--- src/hdl/macd_pkg.sv ---
// Package: microcode control word, field codes and the sequencer program ROM.
`timescale 1ns / 1ps
`default_nettype none
package macd_pkg;

   localparam int CSR_DATA_BITS  = 17;
   localparam int CSR_INDEX_BITS = 2;
   localparam int PC_BITS        = 5;

   typedef logic [PC_BITS-1:0] pc_type;

   typedef enum logic [CSR_INDEX_BITS-1:0] {
      CSR_ALPHA_SHORT  = 2'd0,
      CSR_ALPHA_LONG   = 2'd1,
      CSR_ALPHA_SIGNAL = 2'd2
   } csr_index_type;

   typedef enum logic [1:0] {
      D_NONE,
      D_SHORT,
      D_LONG,
      D_SIGNAL
   } d_src_type;

   typedef enum logic [1:0] {
      MUL_NONE,
      MUL_LO,
      MUL_HI
   } mul_op_type;

   typedef enum logic [1:0] {
      ACC_NONE,
      ACC_LOAD,
      ACC_ADD
   } acc_op_type;

   typedef enum logic [2:0] {
      WB_NONE,
      WB_SHORT,
      WB_LONG,
      WB_DIFF,
      WB_SIGNAL,
      WB_SEED
   } wb_op_type;

   typedef enum logic [1:0] {
      ALPHA_SHORT,
      ALPHA_LONG,
      ALPHA_SIGNAL
   } alpha_sel_type;

   typedef enum logic [1:0] {
      JMP_NEXT,
      JMP_SEED,
      JMP_ALWAYS
   } jmp_type;

   typedef struct packed {
      logic          wait_in;
      logic          emit;
      d_src_type     d_src;
      mul_op_type    mul_op;
      acc_op_type    acc_op;
      wb_op_type     wb_op;
      alpha_sel_type alpha_sel;
      jmp_type       jmp;
      pc_type        target;
   } ctl_word_type;

   localparam pc_type PC_WAIT = 5'd0;
   localparam pc_type PC_EMIT = 5'd16;
   localparam pc_type PC_SEED = 5'd17;

   localparam ctl_word_type CTL_NOP = '{
      wait_in: 1'b0, emit: 1'b0, d_src: D_NONE, mul_op: MUL_NONE, acc_op: ACC_NONE,
      wb_op: WB_NONE, alpha_sel: ALPHA_SHORT, jmp: JMP_NEXT, target: PC_WAIT
   };

   // each average: load delta, low partial, high partial, accumulate, write back
   function automatic ctl_word_type ucode(input pc_type pc);
      ctl_word_type w;
      begin
         w = CTL_NOP;
         case (pc)
            5'd0: begin
               w.wait_in = 1'b1;
            end
            5'd1: begin
               w.d_src  = D_SHORT;
               w.jmp    = JMP_SEED;
               w.target = PC_SEED;
            end
            5'd2: begin
               w.mul_op = MUL_LO;
               w.alpha_sel = ALPHA_SHORT;
            end
            5'd3: begin
               w.mul_op = MUL_HI;
               w.alpha_sel = ALPHA_SHORT;
               w.acc_op = ACC_LOAD;
            end
            5'd4: begin
               w.acc_op = ACC_ADD;
            end
            5'd5: begin
               w.wb_op = WB_SHORT;
               w.d_src = D_LONG;
            end
            5'd6: begin
               w.mul_op = MUL_LO;
               w.alpha_sel = ALPHA_LONG;
            end
            5'd7: begin
               w.mul_op = MUL_HI;
               w.alpha_sel = ALPHA_LONG;
               w.acc_op = ACC_LOAD;
            end
            5'd8: begin
               w.acc_op = ACC_ADD;
            end
            5'd9: begin
               w.wb_op = WB_LONG;
            end
            5'd10: begin
               w.wb_op = WB_DIFF;
            end
            5'd11: begin
               w.d_src = D_SIGNAL;
            end
            5'd12: begin
               w.mul_op = MUL_LO;
               w.alpha_sel = ALPHA_SIGNAL;
            end
            5'd13: begin
               w.mul_op = MUL_HI;
               w.alpha_sel = ALPHA_SIGNAL;
               w.acc_op = ACC_LOAD;
            end
            5'd14: begin
               w.acc_op = ACC_ADD;
            end
            5'd15: begin
               w.wb_op = WB_SIGNAL;
            end
            5'd16: begin
               w.emit   = 1'b1;
               w.jmp    = JMP_ALWAYS;
               w.target = PC_WAIT;
            end
            5'd17: begin
               w.wb_op  = WB_SEED;
               w.jmp    = JMP_ALWAYS;
               w.target = PC_EMIT;
            end
            default: begin
               w.jmp    = JMP_ALWAYS;
               w.target = PC_WAIT;
            end
         endcase
         return w;
      end
   endfunction

endpackage
`default_nettype wire

--- src/hdl/macd_seq.sv ---
// Microprogram sequencer: step counter, program ROM and conditional jumps.
`timescale 1ns / 1ps
`default_nettype none
module macd_seq (
   input  wire logic                   clock,
   input  wire logic                   reset,
   input  wire logic                   req_accept,
   input  wire logic                   seed,
   input  wire logic                   out_free,
   output macd_pkg::ctl_word_type      ctl
);

   macd_pkg::pc_type pc_ff;
   macd_pkg::pc_type pc_in;
   logic             hold;

   always_comb begin
      ctl = macd_pkg::ucode(pc_ff);
   end

   always_comb begin
      hold  = (ctl.wait_in && !req_accept) || (ctl.emit && !out_free);
      pc_in = pc_ff;
      if (!hold) begin
         case (ctl.jmp)
            macd_pkg::JMP_NEXT:   pc_in = pc_ff + 1'b1;
            macd_pkg::JMP_SEED:   pc_in = seed ? ctl.target : pc_ff + 1'b1;
            macd_pkg::JMP_ALWAYS: pc_in = ctl.target;
            default:              pc_in = macd_pkg::PC_WAIT;
         endcase
      end
   end

   always_ff @(posedge clock) begin
      if (reset) begin
         pc_ff <= macd_pkg::PC_WAIT;
      end else begin
         pc_ff <= pc_in;
      end
   end

endmodule
`default_nettype wire

--- src/hdl/macd_ema_stream.sv ---
// Top level: MACD stream with shared-multiplier datapath driven by the microsequencer.
`timescale 1ns / 1ps
`default_nettype none
// MACD over a price stream, one price per word, oldest first. A word with
// req_window_start high seeds both price averages with the price and clears the
// signal; others advance the short, long and signal exponential averages in
// Q.FRAC_BITS fixed point, flooring each step. Every word yields one result word
// of diff, signal and 2*(diff-signal). An accepted word runs through the
// microprogram to the result register (a window start skips the averages): the three
// average updates run one after another through a single 18x26 signed multiplier,
// two partial products each, stepped by the microprogram. The next word is taken in
// the cycle after the result is registered at the earliest, so no word is taken
// before the previous one is through. A new word is accepted while the previous
// result still waits in the output register. Alpha registers above one act as one.
module macd_ema_stream #(
   parameter int PRICE_BITS = 32,
   parameter int FRAC_BITS  = 16
) (
   input  wire logic                                    clock,
   input  wire logic                                    reset,
   input  wire logic                                    csr_write,
   input  wire logic [macd_pkg::CSR_INDEX_BITS-1:0]     csr_index,
   input  wire logic [macd_pkg::CSR_DATA_BITS-1:0]      csr_data,
   input  wire logic                                    req_valid,
   output logic                                         req_stall,
   input  wire logic [PRICE_BITS-1:0]                   req_price,
   input  wire logic                                    req_window_start,
   output logic                                         rsp_valid,
   input  wire logic                                    rsp_stall,
   output logic signed [PRICE_BITS+FRAC_BITS:0]         rsp_diff_value,
   output logic signed [PRICE_BITS+FRAC_BITS:0]         rsp_signal_value,
   output logic signed [PRICE_BITS+FRAC_BITS+2:0]       rsp_histogram_value
);

   localparam int AVGW  = PRICE_BITS + FRAC_BITS;
   localparam int DIFFW = AVGW + 1;
   localparam int HISTW = AVGW + 3;
   localparam int DW    = AVGW + 2;
   localparam int K     = (DW + 1) / 2;
   localparam int HW    = DW - K;
   localparam int MB    = K + 1;
   localparam int AW    = FRAC_BITS + 1;
   localparam int MA    = AW + 1;
   localparam int PW    = MA + MB;
   localparam int ACCW  = MA + DW;
   localparam int SW    = ACCW - FRAC_BITS;
   localparam int CW    = (AW > macd_pkg::CSR_DATA_BITS) ? AW : macd_pkg::CSR_DATA_BITS;

   macd_pkg::ctl_word_type ctl;

   logic [macd_pkg::CSR_DATA_BITS-1:0] alpha_short_ff, alpha_long_ff, alpha_signal_ff;
   logic [PRICE_BITS-1:0]              price_ff;
   logic                               seed_ff;
   logic [AVGW-1:0]                    short_ff, short_in;
   logic [AVGW-1:0]                    long_ff, long_in;
   logic signed [DIFFW-1:0]            diff_ff, diff_in;
   logic signed [DIFFW-1:0]            signal_ff, signal_in;
   logic signed [DW-1:0]               d_ff, d_in;
   logic signed [PW-1:0]               p_ff, p_in;
   logic signed [ACCW-1:0]             acc_ff, acc_in;
   logic                               rsp_valid_ff;
   logic signed [DIFFW-1:0]            rsp_diff_ff, rsp_signal_ff;
   logic signed [HISTW-1:0]            rsp_hist_ff, hist_in;

   logic                               req_accept;
   logic                               out_free;
   logic [AVGW-1:0]                    x;
   logic [macd_pkg::CSR_DATA_BITS-1:0] alpha_raw;
   logic [CW-1:0]                      alpha_ext;
   logic [CW-1:0]                      one_ext;
   logic [AW-1:0]                      alpha;
   logic signed [MA-1:0]               mul_a;
   logic signed [MB-1:0]               mul_b;
   logic signed [SW-1:0]               step;
   logic signed [SW-1:0]               base;
   logic signed [SW-1:0]               sum;
   logic signed [DIFFW:0]              hist_half;

   assign req_accept = req_valid && ctl.wait_in;
   assign req_stall  = !ctl.wait_in;
   assign out_free   = !rsp_valid_ff || !rsp_stall;

   macd_seq u_seq (
      .clock      (clock),
      .reset      (reset),
      .req_accept (req_accept),
      .seed       (seed_ff),
      .out_free   (out_free),
      .ctl        (ctl)
   );

   assign x = {price_ff, {FRAC_BITS{1'b0}}};

   // weight select with clamp to one
   always_comb begin
      case (ctl.alpha_sel)
         macd_pkg::ALPHA_SHORT:  alpha_raw = alpha_short_ff;
         macd_pkg::ALPHA_LONG:   alpha_raw = alpha_long_ff;
         macd_pkg::ALPHA_SIGNAL: alpha_raw = alpha_signal_ff;
         default:                alpha_raw = alpha_short_ff;
      endcase
      alpha_ext = CW'(alpha_raw);
      one_ext   = CW'(1) << FRAC_BITS;
      alpha     = (alpha_ext > one_ext) ? AW'(one_ext) : AW'(alpha_ext);
      mul_a     = $signed({1'b0, alpha});
   end

   always_comb begin
      case (ctl.mul_op)
         macd_pkg::MUL_HI: mul_b = $signed({{(MB-HW){d_ff[DW-1]}}, d_ff[DW-1:K]});
         default:          mul_b = $signed({1'b0, d_ff[K-1:0]});
      endcase
      p_in = mul_a * mul_b;
   end

   always_comb begin
      case (ctl.d_src)
         macd_pkg::D_SHORT:  d_in = $signed({2'b00, x}) - $signed({2'b00, short_ff});
         macd_pkg::D_LONG:   d_in = $signed({2'b00, x}) - $signed({2'b00, long_ff});
         macd_pkg::D_SIGNAL: d_in = DW'(diff_ff) - DW'(signal_ff);
         default:            d_in = d_ff;
      endcase
   end

   always_comb begin
      case (ctl.acc_op)
         macd_pkg::ACC_LOAD: acc_in = ACCW'(p_ff);
         macd_pkg::ACC_ADD:  acc_in = acc_ff + (ACCW'(p_ff) <<< K);
         default:            acc_in = acc_ff;
      endcase
   end

   // write back: avg + floor(alpha * delta / one), or diff, or the seed; histogram
   always_comb begin
      step = $signed(acc_ff[ACCW-1:FRAC_BITS]);
      case (ctl.wb_op)
         macd_pkg::WB_SHORT:  base = $signed({{(SW-AVGW){1'b0}}, short_ff});
         macd_pkg::WB_LONG:   base = $signed({{(SW-AVGW){1'b0}}, long_ff});
         macd_pkg::WB_SIGNAL: base = SW'(signal_ff);
         default:             base = '0;
      endcase
      sum       = base + step;
      short_in  = short_ff;
      long_in   = long_ff;
      diff_in   = diff_ff;
      signal_in = signal_ff;
      case (ctl.wb_op)
         macd_pkg::WB_SHORT:  short_in  = sum[AVGW-1:0];
         macd_pkg::WB_LONG:   long_in   = sum[AVGW-1:0];
         macd_pkg::WB_DIFF:   diff_in   = $signed({1'b0, short_ff}) - $signed({1'b0, long_ff});
         macd_pkg::WB_SIGNAL: signal_in = sum[DIFFW-1:0];
         macd_pkg::WB_SEED: begin
            short_in  = x;
            long_in   = x;
            diff_in   = '0;
            signal_in = '0;
         end
         default: begin
            short_in = short_ff;
         end
      endcase
      hist_half = (DIFFW+1)'(diff_ff) - (DIFFW+1)'(signal_ff);
      hist_in   = {hist_half, 1'b0};
   end

   always_ff @(posedge clock) begin
      if (reset) begin
         alpha_short_ff  <= macd_pkg::CSR_DATA_BITS'(10082);
         alpha_long_ff   <= macd_pkg::CSR_DATA_BITS'(4855);
         alpha_signal_ff <= macd_pkg::CSR_DATA_BITS'(13107);
      end else if (csr_write) begin
         case (csr_index)
            macd_pkg::CSR_ALPHA_SHORT:  alpha_short_ff  <= csr_data;
            macd_pkg::CSR_ALPHA_LONG:   alpha_long_ff   <= csr_data;
            macd_pkg::CSR_ALPHA_SIGNAL: alpha_signal_ff <= csr_data;
            default: begin
               alpha_short_ff <= alpha_short_ff;
            end
         endcase
      end
   end

   always_ff @(posedge clock) begin
      if (reset) begin
         short_ff  <= '0;
         long_ff   <= '0;
         diff_ff   <= '0;
         signal_ff <= '0;
         seed_ff   <= 1'b0;
      end else begin
         short_ff  <= short_in;
         long_ff   <= long_in;
         diff_ff   <= diff_in;
         signal_ff <= signal_in;
         if (req_accept) begin
            seed_ff <= req_window_start;
         end
      end
   end

   always_ff @(posedge clock) begin
      if (req_accept) begin
         price_ff <= req_price;
      end
      d_ff   <= d_in;
      p_ff   <= p_in;
      acc_ff <= acc_in;
   end

   always_ff @(posedge clock) begin
      if (reset) begin
         rsp_valid_ff <= 1'b0;
      end else if (ctl.emit && out_free) begin
         rsp_valid_ff <= 1'b1;
      end else if (!rsp_stall) begin
         rsp_valid_ff <= 1'b0;
      end
   end

   always_ff @(posedge clock) begin
      if (ctl.emit && out_free) begin
         rsp_diff_ff   <= diff_ff;
         rsp_signal_ff <= signal_ff;
         rsp_hist_ff   <= hist_in;
      end
   end

   assign rsp_valid           = rsp_valid_ff;
   assign rsp_diff_value      = rsp_diff_ff;
   assign rsp_signal_value    = rsp_signal_ff;
   assign rsp_histogram_value = rsp_hist_ff;

endmodule
`default_nettype wire

--- config.mk ---
export PLATFORM = sky130hd
export DESIGN_NAME = macd_ema_stream
export DESIGN_NICKNAME = d
export VERILOG_FILES = /design/src/hdl/macd_pkg.sv /design/src/hdl/macd_seq.sv /design/src/hdl/macd_ema_stream.sv
export SDC_FILE = /design/constraint.sdc
export NUM_CORES = 2
export LEC_CHECK = 0
export ABC_AREA = 1
export BUFFER_PORTS_ARGS = -buffer_cell sky130_fd_sc_hd__clkbuf_2
export CORE_MARGIN = 2
export CORE_UTILIZATION = 45
export CTS_BUF_LIST = sky130_fd_sc_hd__clkbuf_4
export DETAILED_ROUTE_END_ITERATION = 10
export MAX_ROUTING_LAYER = met4
export SYNTH_ARGS = -nofsm -noshare
export SYNTH_HDL_FRONTEND = slang
export SYNTH_SLANG_ARGS = --single-unit
--- constraint.sdc ---
create_clock -name clock -period 8.3 [get_ports clock]
set_input_delay 0.83 -clock clock [delete_from_list [all_inputs] [get_ports clock]]
set_output_delay 0.83 -clock clock [all_outputs]
set_load 0.01 [all_outputs]
-- Yosys cells after proc, flatten, opt, wreduce, memory -nomap -nowiden
Index checks and enable logic that the tools add are counted.
- add/sub/neg operators: 7
- mux-type cells: 22
- reduce and logical (&&, ||, !) cells: 29
- multiply operators: 1
- eq/ne operators: 35
- magnitude comparators: 1
- operators with widths (cell ; number):
    49-bit case mux with 2 select lines ; 2
    48-bit case mux with 2 select lines ; 2
    50-bit case mux with 3 select lines ; 1
    49-bit case mux with 3 select lines ; 1
    48-bit by 48-bit subtractor with 49-bit output ; 3
    68-bit case mux with 2 select lines ; 1
    68-bit adder ; 1
    49-bit by 49-bit subtractor with 50-bit output ; 1
    49-bit adder ; 1
    18-bit by 26-bit multiplier with 44-bit output ; 1
    5-bit by 4-bit == test with 1-bit output, second input constant ; 8
    17-bit case mux with 2 select lines ; 1
    26-bit 2-to-1 mux ; 1
    7-bit case mux with 3 select lines ; 1
    5-bit by 3-bit == test with 1-bit output, second input constant ; 4
    17-bit > comparator, second input constant ; 1
    17-bit 2-to-1 mux ; 1
    3-bit case mux with 5 select lines ; 1
    5-bit case mux with 3 select lines ; 1
    15-bit OR reduction ; 1
    2-bit == test, second input constant ; 7
    2-bit case mux with 2 select lines ; 3
    2-bit by 1-bit == test with 1-bit output, second input constant ; 5
    5-bit by 2-bit == test with 1-bit output, second input constant ; 2
    other kinds (20) ; 44
- bits of input ports: 57
- output and inout port bits: 151
- flip-flop bits (word level): 594
- logic and storage cells: 112

-- Longest topological paths before layout
- depth in word-level cells: 8
- depth in mapped cells: 45
- depth with buffers taken out: 42

-- By module
From an unflattened synthesis, not the netlist that was laid out.
- cell total of the unflattened synthesis: 8631
- area, all modules: 58906.5 sq um
- modules (own cells, without submodules) (module ; seq. area each (sq um) ; cells an instance ; area each (sq um) ; instances):
    macd_ema_stream ; 14203.6 ; 8525 ; 58285.9 ; 1
    macd_seq ; 100.1 ; 106 ; 620.6 ; 1

-- Worst setup path after synthesis
Ideal clock, no wire load.
- path kind: input-to-reg
- start: input port rsp_stall
- end: register rsp_diff_ff[0] (netlist: rsp_diff_value[0]), enable pin
- data arrival time: 7.064 ns
- required time: 7.643 ns
- path buffers: 0
- setup time: 0.657 ns
- slack: 0.579 ns
- stages on the path: 3
- cell sequence: nand2_1 -> inv_1 -> nor2_1
- word-level cells in the longest chain between the ends: 3
- ends and longest elaborated chain (what ; RTL line ; source):
    start, declared ; macd_ema_stream.sv:29 ; input wire logic rsp_stall,
    1-bit zero test ; - ;
    1-bit logical OR ; macd_ema_stream.sv:81 ; assign out_free = !rsp_valid_ff || !rsp_stall;
    1-bit logical AND ; macd_ema_stream.sv:221 ; if (ctl.emit && out_free) begin
    end signal, assigned ; macd_ema_stream.sv:222 ; rsp_diff_ff <= diff_ff;
    end, declared ; macd_ema_stream.sv:62 ; logic signed [DIFFW-1:0] rsp_diff_ff, rsp_signal_ff;
No other way between the ends.
A chain may end at the register's enable or synchronous reset.

-- Worst setup path in the final report
- start: register u_seq.pc_ff[1]
- end: register p_ff[15]
- word-level cells in the longest chain between the ends: 8
- elaborated cells between the ends (all ways): 20
- those cells by class: mul: 1; order compare: 1; eq/ne: 9; mux: 5; reduce/logical: 4
- ends and longest elaborated chain (what ; RTL line ; source):
    start, declared ; macd_seq.sv:13 ; macd_pkg::pc_type pc_ff;
    start signal, assigned ; macd_seq.sv:36 ; pc_ff <= macd_pkg::PC_WAIT;
    start signal, assigned ; macd_seq.sv:38 ; pc_ff <= pc_in;
    5-bit by 4-bit == test with 1-bit output / 5-bit by 3-bit == test with 1-bit output (equally long branches) ; macd_pkg.sv:84 ; case (pc)
    2-bit OR reduction (no line) ; - ;
    2-bit case mux with 2 select lines ; macd_pkg.sv:84 ;
    2-bit == test / 2-bit by 1-bit == test with 1-bit output (equally long branches) ; macd_ema_stream.sv:96 ; case (ctl.alpha_sel)
    17-bit case mux with 2 select lines ; macd_ema_stream.sv:96 ;
    17-bit > comparator ; macd_ema_stream.sv:104 ; alpha = (alpha_ext > one_ext) ? AW'(one_ext) : AW'(alpha_ext);
    17-bit 2-to-1 mux ; macd_ema_stream.sv:104 ;
    18-bit by 26-bit multiplier with 44-bit output (*) ; macd_ema_stream.sv:113 ; p_in = mul_a * mul_b;
    named net p_in[15] ; macd_ema_stream.sv:59 ; logic signed [PW-1:0] p_ff, p_in;
    end signal, assigned ; macd_ema_stream.sv:206 ; p_ff <= p_in;
    end, declared ; macd_ema_stream.sv:59 ;
The timed path passes the listed nets; every way through them passes the cells marked *.

==> results.toml <==
[placement]
placement.cell_area_sq_um = 63420
port-buffer-count = 206
gp_routability_congestion = 1.099
detailedPlacementHpwl_um = 237100

[critical_path]
regToRegStartpoint = "u_seq.pc_ff[1]"
path_class = "register to register"
r2r.worst_path.cells = 38
worst_path_required_time_ns = 9.33
critical-path-top-cell-by-count = "sky130_fd_sc_hd__fa_1"
timing.critical_path.depth = 38
critical-path-top-delay-family = "adder cells"
worst_setup_path_startpoint = "u_seq.pc_ff[1]"
crit_path_max_incr_delay_ns = 0.61
timing.critical_path.arrival_ns = 9.06
critPathCaptureType = "register"
r2r_slack_ns = 0.27
cp_slowest_cell = "sky130_fd_sc_hd__fa_1"
largest_fanout_on_the_critical_path = 13
critical_path_buffer_and_inverter_count = 12
crit_path_start_kind = "register"

[global_route]
first_pass_grt_wire_length_um = 397300
grt_usage_pct = 42.63
grt_antenna_before_repair = 21
grt_start_max_net_pins = 134
globalRoute.totalOverflow = 0
via_count_of_the_first_global_routing_pass = 57850

[clock_network]
cts_htree_levels = 4
clock_tree_from_tritoncts = "yes"
insertion_delay_ns = 1.26
cts.sink_count = 575
cts_buffer_depth = 3
cts-buffers-inserted = 161
cts_root_buffer = "sky130_fd_sc_hd__clkbuf_4"
clkSlewWorstSetupHoldPaths_ns = 0.07

[synth]
syn_nets = 9423
synthesis.area_sq_um = 58800
synth.avg_cell_area_sq_um = 6.865
yosys.area.top_type = "sky130_fd_sc_hd__fa_1"
cell_types_occupying_the_most_area_after_synthesis = "sky130_fd_sc_hd__fa_1 15%, sky130_fd_sc_hd__edfxtp_1 14%, sky130_fd_sc_hd__nand2_1 14%, sky130_fd_sc_hd__inv_1 11%, sky130_fd_sc_hd__dfxtp_1 10%"
yosys.cell_count.top_type = "sky130_fd_sc_hd__nand2_1"
synth_edf_count = 279
synth_top_cells_by_count = "2,199 x sky130_fd_sc_hd__nand2_1, 1,740 x sky130_fd_sc_hd__inv_1, 895 x sky130_fd_sc_hd__nor2_1, 561 x sky130_fd_sc_hd__a21oi_1, 528 x sky130_fd_sc_hd__nand3_1"
ys_types = 53
synth_ff_type = "sky130_fd_sc_hd__dfxtp_1"
post-synth-top-area-fraction_pct = 14.81
syn-instance-count = 8566
postSynthRegisterBits = 575
ys_seq_area_share_pct = 24.32
ys.warnings.count = 0
async_reset_ff_share_pct = 0

[die]
die_w_um = 365.5
io_pins = 208
die_height_um = 365.5
design.core.area_sq_um = 129600
design.die.area_sq_um = 133600
effective_utilization_at_floorplan_pct = 45.36
rows = 132

[finish]
fin_nets = 9938
final-seq-area_sq_um = 14300
multi_input_area_sq_um = 37350
fillers = 13202
layout-drive-gt1-share_pct = 10.05
post-route-cell-area_sq_um = 66540
area_delta_synth_final_pct = 13.15

[drt]
route.antenna.remaining_nets = 0
drt_iter0_markers = 7896
wl_um = 280000
post_detailed_route_drc_marker_count = 0
dr.pass1.iters = 9
wl_per_cell_um = 25.50
via_per_inst = 5.603
detailroute.via_count = 61534

[sta]
setup_viol = 0
period_share_pct = 96.72
worstMarginPinSlew_ns = 1.246
finalHoldViolations = 0
layout_min_cycle_time_ns = 8.027
fmax_ghz = 0.1246
fin_skew_ns = 0.1369
relSlewSlack_pct = 16.96
final-max-slew-violation-count = 0

[worst_hold_path]
worstHoldPathType = "input pin to register"
hold-path-cell-count = 2
min-delay-start = "reset"

[status]
run_status = "finished clean"

[job]
maxCapViolations = 0
-- worst paths after layout --
check                        to
max                    p_ff[15]
min               signal_ff[48]
max reg2reg            p_ff[15]
min reg2reg  rsp_diff_value[37]
-- layout make-up --
cell class | instances | area share [%]
repair buffers | 533 | 5.747
diodes | 29 | 0.1091
clock buffers | 229 | 2.584
flip-flops and latches | 575 | 21.50
well taps | 1742 | 3.276
inverters | 1772 | 10.01
clock inverters | 65 | 0.6412
multi-input cells | 6038 | 56.13
-- cell usage in the layout (no fill, tap or decap), drive strengths merged, types with 51 or more instances in the layout --
master	instances
nand4	105
inv	1775
buf	276
nand2	2218
dlygate4sd3	51
clkbuf	435
ha	365
xor2	59
nor2	902
nand3	528
o21ai	428
edfxtp	279
a21oi	562
fa	435
clkinv	55
dfxtp	296
nor3	78
-- timing repair --
item	4_1_cts	5_1_grt
resized for setup	4	96
endpoints found under the hold margin	85	0
setup endpoints to repair	12	28
setup buffers	0	4
hold buffers	51	0
pin swaps	0	9
gates cloned	0	1
-- registers in the layout (all words and copies together) (netlist names), 32 cells and up --
register	cells
signal_ff	49
price_ff	32
short_ff	48
acc_ff	49
p_ff	44
rsp_diff_value	49
long_ff	48
diff_ff	49
rsp_histogram_value	50
d_ff	50
rsp_signal_value	49
-- stage by stage --
stage	hold WS, ns	instances	util (%)	setup slack, ns	TNS, ns
2_1_floorplan	0.4082	8566	-	0.5787	0
3_3_place_gp	0.4479	10604	48.91	-0.06699	-0.1770
3_5_place_dp	0.4504	10604	48.91	-0.1285	-0.4304
4_1_cts	0.02847	10949	50.97	0.1038	0
5_1_grt	0.05270	10973	51.30	-0.02484	-0.04886
6_report	0.1001	10983	51.32	0.2726	0
-- layer usage --
layer  routed length (um)  global-route usage (%)
met5                    0                       -
met2               113800                   59.05
met3                33430                   11.24
met4                14830                   19.29
met1               118000                   57.81
-- kinds of logic after synthesis --
group / count (synthesis) / share of synthesized area, %
DFF: 575 / 24.32
AOI/OAI and AO/OA: 1193 / 11.18
adders and majority gates: 800 / 22.58
buffers and inverters: 1953 / 12.76
and+or+nand+nor: 3938 / 27.58
other: 1 / 0.006377
xor gates and xnor gates: 106 / 1.579
Power is not shown: default switching activity piles up to over one toggle a cycle in this logic, so the estimate is an artifact.
